## config.mk

```make
export PLATFORM = sky130hd
export DESIGN_NAME = sedef_ram
export DESIGN_NICKNAME = d
export VERILOG_FILES = /design/src/sedef_ram.sv
export SDC_FILE = /design/constraint.sdc
export NUM_CORES = 1
export LEC_CHECK = 0
export BUFFER_PORTS_ARGS = -buffer_cell sky130_fd_sc_hd__buf_2
export CORE_ASPECT_RATIO = 0.7
export CORE_MARGIN = 2
export CORE_UTILIZATION = 44
export CTS_CLUSTER_DIAMETER = 30
export DETAILED_ROUTE_END_ITERATION = 16
export PLACE_DENSITY = 0.59
export SYNTH_ARGS = -nofsm -noshare
export SYNTH_HDL_FRONTEND = slang
export SYNTH_SLANG_ARGS = --single-unit
```

## constraint.sdc

```tcl
create_clock -name clk -period 10.5 [get_ports clk]
set_clock_uncertainty 0.15 [all_clocks]
set_input_delay 1.05 -clock clk [delete_from_list [all_inputs] [get_ports clk]]
set_output_delay 1.05 -clock clk [all_outputs]
set_load 0.01 [all_outputs]
```

## src/sedef_ram.sv

```systemverilog
module sedef_ram #(
  parameter int Width = 32,
  parameter int Depth = 16
) (
  input  logic                     clk,
  input  logic                     we,
  input  logic [$clog2(Depth)-1:0] waddr,
  input  logic [Width-1:0]         wdata,
  input  logic [$clog2(Depth)-1:0] raddr,
  output logic [Width-1:0]         rdata
);

  logic [Width-1:0] mem [Depth];

  always_ff @(posedge clk) begin
    if (we) mem[waddr] <= wdata;
    rdata <= mem[raddr];
  end

endmodule

```

After elaboration in Yosys (flattened, before gate mapping)
Memories as Yosys holds them, arrays and structs flattened. A register that Yosys moved wholly into a read port is not among the register bits.
Index checks and enable logic that the tools add are counted.

cells by class
  mux-type cells = 2

operator list
  cell    count
  $mux 1  2

storage, ports and cells
  register bits = 0
  bits in writable memories = 512
  bits of input ports = 42
  logic and storage cells = 3
  memories kept = 1

memory list
  memory  depth  bits a word  rd ports  clocked after memory_dff  write ports  RTL line  source
  mem     16     32           1         1                         1            13        logic [Width-1:0] mem [Depth];

Logic depth before layout (Yosys ltp)
  depth after elaboration = 2
  depth in mapped cells = 5
  gate-level depth less buffers = 3

Least setup slack after synthesis
No wires, ideal clock.

  kind = in2reg
  start point = in waddr[2]
  end point = mem mem[0][0], enable pin
  data arrival time = 3.768 ns
  data required time = 9.889 ns
  path slack = 6.120 ns
  stages on the path = 2
  cells stage by stage = or3b_2 -> nor3_1

RTL lines
  element      RTL line  source
  from (decl)  7         input logic [$clog2(Depth)-1:0] waddr,
  to (decl)    13

No word-level cell before the write port.

==> metrics.txt <==
prevailing post-synth register cell edfxtp_1; Starting Density 0.443; Core Box Area ~0.045 mm2; total grt overflow 0; Multi-input gate area roughly 0.0037 mm2; GRT Overall Usage 0.190; residual DRC count 0; die area 0.0469 mm2; IO Port Bufs between 70 and 80; first-pass GRT wire length 64100 um; clk_lat worst skew between 0.5 and 0.6 ns; status finished clean; total of max-cap violations 0; fillers 3362; largest net degree at the start of global routing between 60 and 70; FF+latch area 0.0160 mm2; worst-case reg-to-reg path depth 3; Post-Syn Area about 0.020 mm2; syn_nets slightly below 900; Syn-to-layout area delta 20.9%; crit share post-route 0.283; Tmin final approximately 3 ns; routability cong. between 0.7 and 0.8; H-tree depth 3; Worst R2R Start mem[2][7]$_DFFE_PP_; number of synthesized flops with an enable pin just over 500; cts repair resizes 0; proportion of layout cells with a drive suffix above 1 0.380; Synth area leader edfxtp_1; FFs w/ async S/R, synth 0; post-route ant nets 0; CP Launch Type primary input; post-synthesis sequential area ratio 0.807; RSZ-0062 raised after global routing no; Row Count 65; clock buffer count from CTS 86; critical path data required time ~11 ns; Final Net Count 1024; crit path kind in -> reg; initial antenna violation count 3; slew of the pin with the lowest slew margin a little over 1 ns; 1st-iter DRT viols approximately 870; DR vias 9238; Post-CTS Setup Repair Bufs 0; Final Slew Violations 0; PD cells about 230 mW/mm2; HP Class reg -> reg; peak supply drop around 0.00013 V; yosys warns 0; number of global-route vias before repair 9624; Fin. Hold Viols 0; beginning of the worst hold path mem[12][31]$_DFFE_PP_; Die X 258 um; Die H approximately 180 um; Wirelength per Cell 26.2 um; diode count 0; Syn Inst Count about 840; final hold slack roughly 0.5 ns; clock edge transition at the registers on the reported setup and hold paths roughly 0.050 ns; CTS Sinks between 500 and 600; syn_area_per_cell 23.7 um2; fmax approximately 0.34 GHz; worst-path fanout max 48; setup tns final 0 ns; Routed WL 43400 um; Slew headroom 0.318; top cells by count, synth edfxtp_1, mux4_2, a22oi_1; hold_buf cts 0; CP endpoint kind flip-flop; vias per cell 5.57; hold-critical path depth 3; worst r2r dst rdata[7]$_DFF_P_; Worst EP arrival about 3.3 ns; reg-to-reg setup timing slack 9.04 ns; IO Pins 74; Distinct cells, synth 18; flops & latches, synth 544; clock buffer depth 3; Final setup viols 0; Worst Hold End rdata[31]$_DFF_P_; Synth top area share 0.774; HPWL Detailed roughly 22000 um; Clock Tree Root clkbuf_16; 1st-pass router iterations 5; Synth area leaders edfxtp_1, mux4_2, dfxtp_1; most instantiated library cell after synthesis edfxtp_1; Lkg Pwr between 7 and 8 nW; CTS tree done
==> kinds of logic after synthesis <==
kind of cell	count (synthesis)	synth area share
flops	544	0.807
mux	128	0.145
compound gates	64	0.0242
simple gates	59	0.0127
buf+inv	43	0.0112
==> routing by layer <==
layer,wire [um],up-vias,track usage,part of all wire
met5,13,-,0,0.00030
met2,20200,309,0.287,0.47
li1,-,3906,-,-
met3,2730,65,0.0437,0.063
met1,19700,4956,0.281,0.45
met4,727,2,0.0525,0.017
==> cell type report <==
class / instances / area share
sequential: 544 / 0.667
multi-input combinational: 251 / 0.156
clock buffer: 98 / 0.0971
tap: 603 / 0.0314
clock inverter: 63 / 0.0242
timing repair buffer: 99 / 0.0240
==> worst max path at each step <==
stage,from,end,slack (ns),depth (start not counted)
after floorplan,waddr[2],mem[0][0]$_DFFE_PP_,6.12,2
after global placement,raddr[0],rdata[18]$_DFF_P_,6.86,5
after detailed placement,raddr[0],rdata[7]$_DFF_P_,6.85,5
after CTS,raddr[0],rdata[7]$_DFF_P_,7.46,5
after global routing,raddr[0],rdata[7]$_DFF_P_,7.31,5
final,raddr[0],rdata[7]$_DFF_P_,7.53,5
==> registers in the layout (all words and copies together) (netlist names) <==
register,count
mem,512
rdata,32
==> where the power goes <==
group | switching [mW] | internal (mW) | leakage, nW
sequential | 0.0156 | 2.43 | 4.89
clock | 1.00 | 1.76 | 1.37
combinational | 0.125 | 0.0855 | 1.57
total | 1.14 | 4.27 | 7.84
==> through the flow <==
stage               utilization  instances  setup WS (ns)  instance area [um2]  power [mW]
finish                    0.536       1658           7.53                24000        5.42
global route              0.536       1658           7.31                24000        5.59
CTS                       0.536       1658           7.46                24000        5.47
detailed placement        0.471       1497           6.85                21100        2.70
global placement          0.471       1497           6.86                21100        2.70
floorplan                     -        838           6.12                19900        2.61
==> critical path, cell delays in order <==
cell and delay (ns):
clkbuf_8 0.39, buf_4 0.84, mux4_2 0.63, a22oi_1 0.23
nand2_1 0.08
==> cells in the final DEF, fill, tap and decap left out <==
master / instances
clkinv_2: 15
clkinv_4: 7
nor3_2: 4
and2_2: 1
inv_8: 1
clkbuf_8: 6
nor2_4: 13
buf_2: 71
clkbuf_16: 90
buf_4: 26
bufinv_16: 6
nand2b_1: 2
nand3_1: 1
clkinv_1: 5
clkbuf_1: 3
nor2b_4: 2
inv_6: 6
clkinv_8: 1
buf_6: 1
nand2_1: 33
a22oi_1: 64
nand3b_1: 2
edfxtp_1: 512
mux4_2: 128
or3b_2: 1
dfxtp_1: 32
clkinvlp_4: 22
Note: power is estimated with default switching activity, not from simulation.
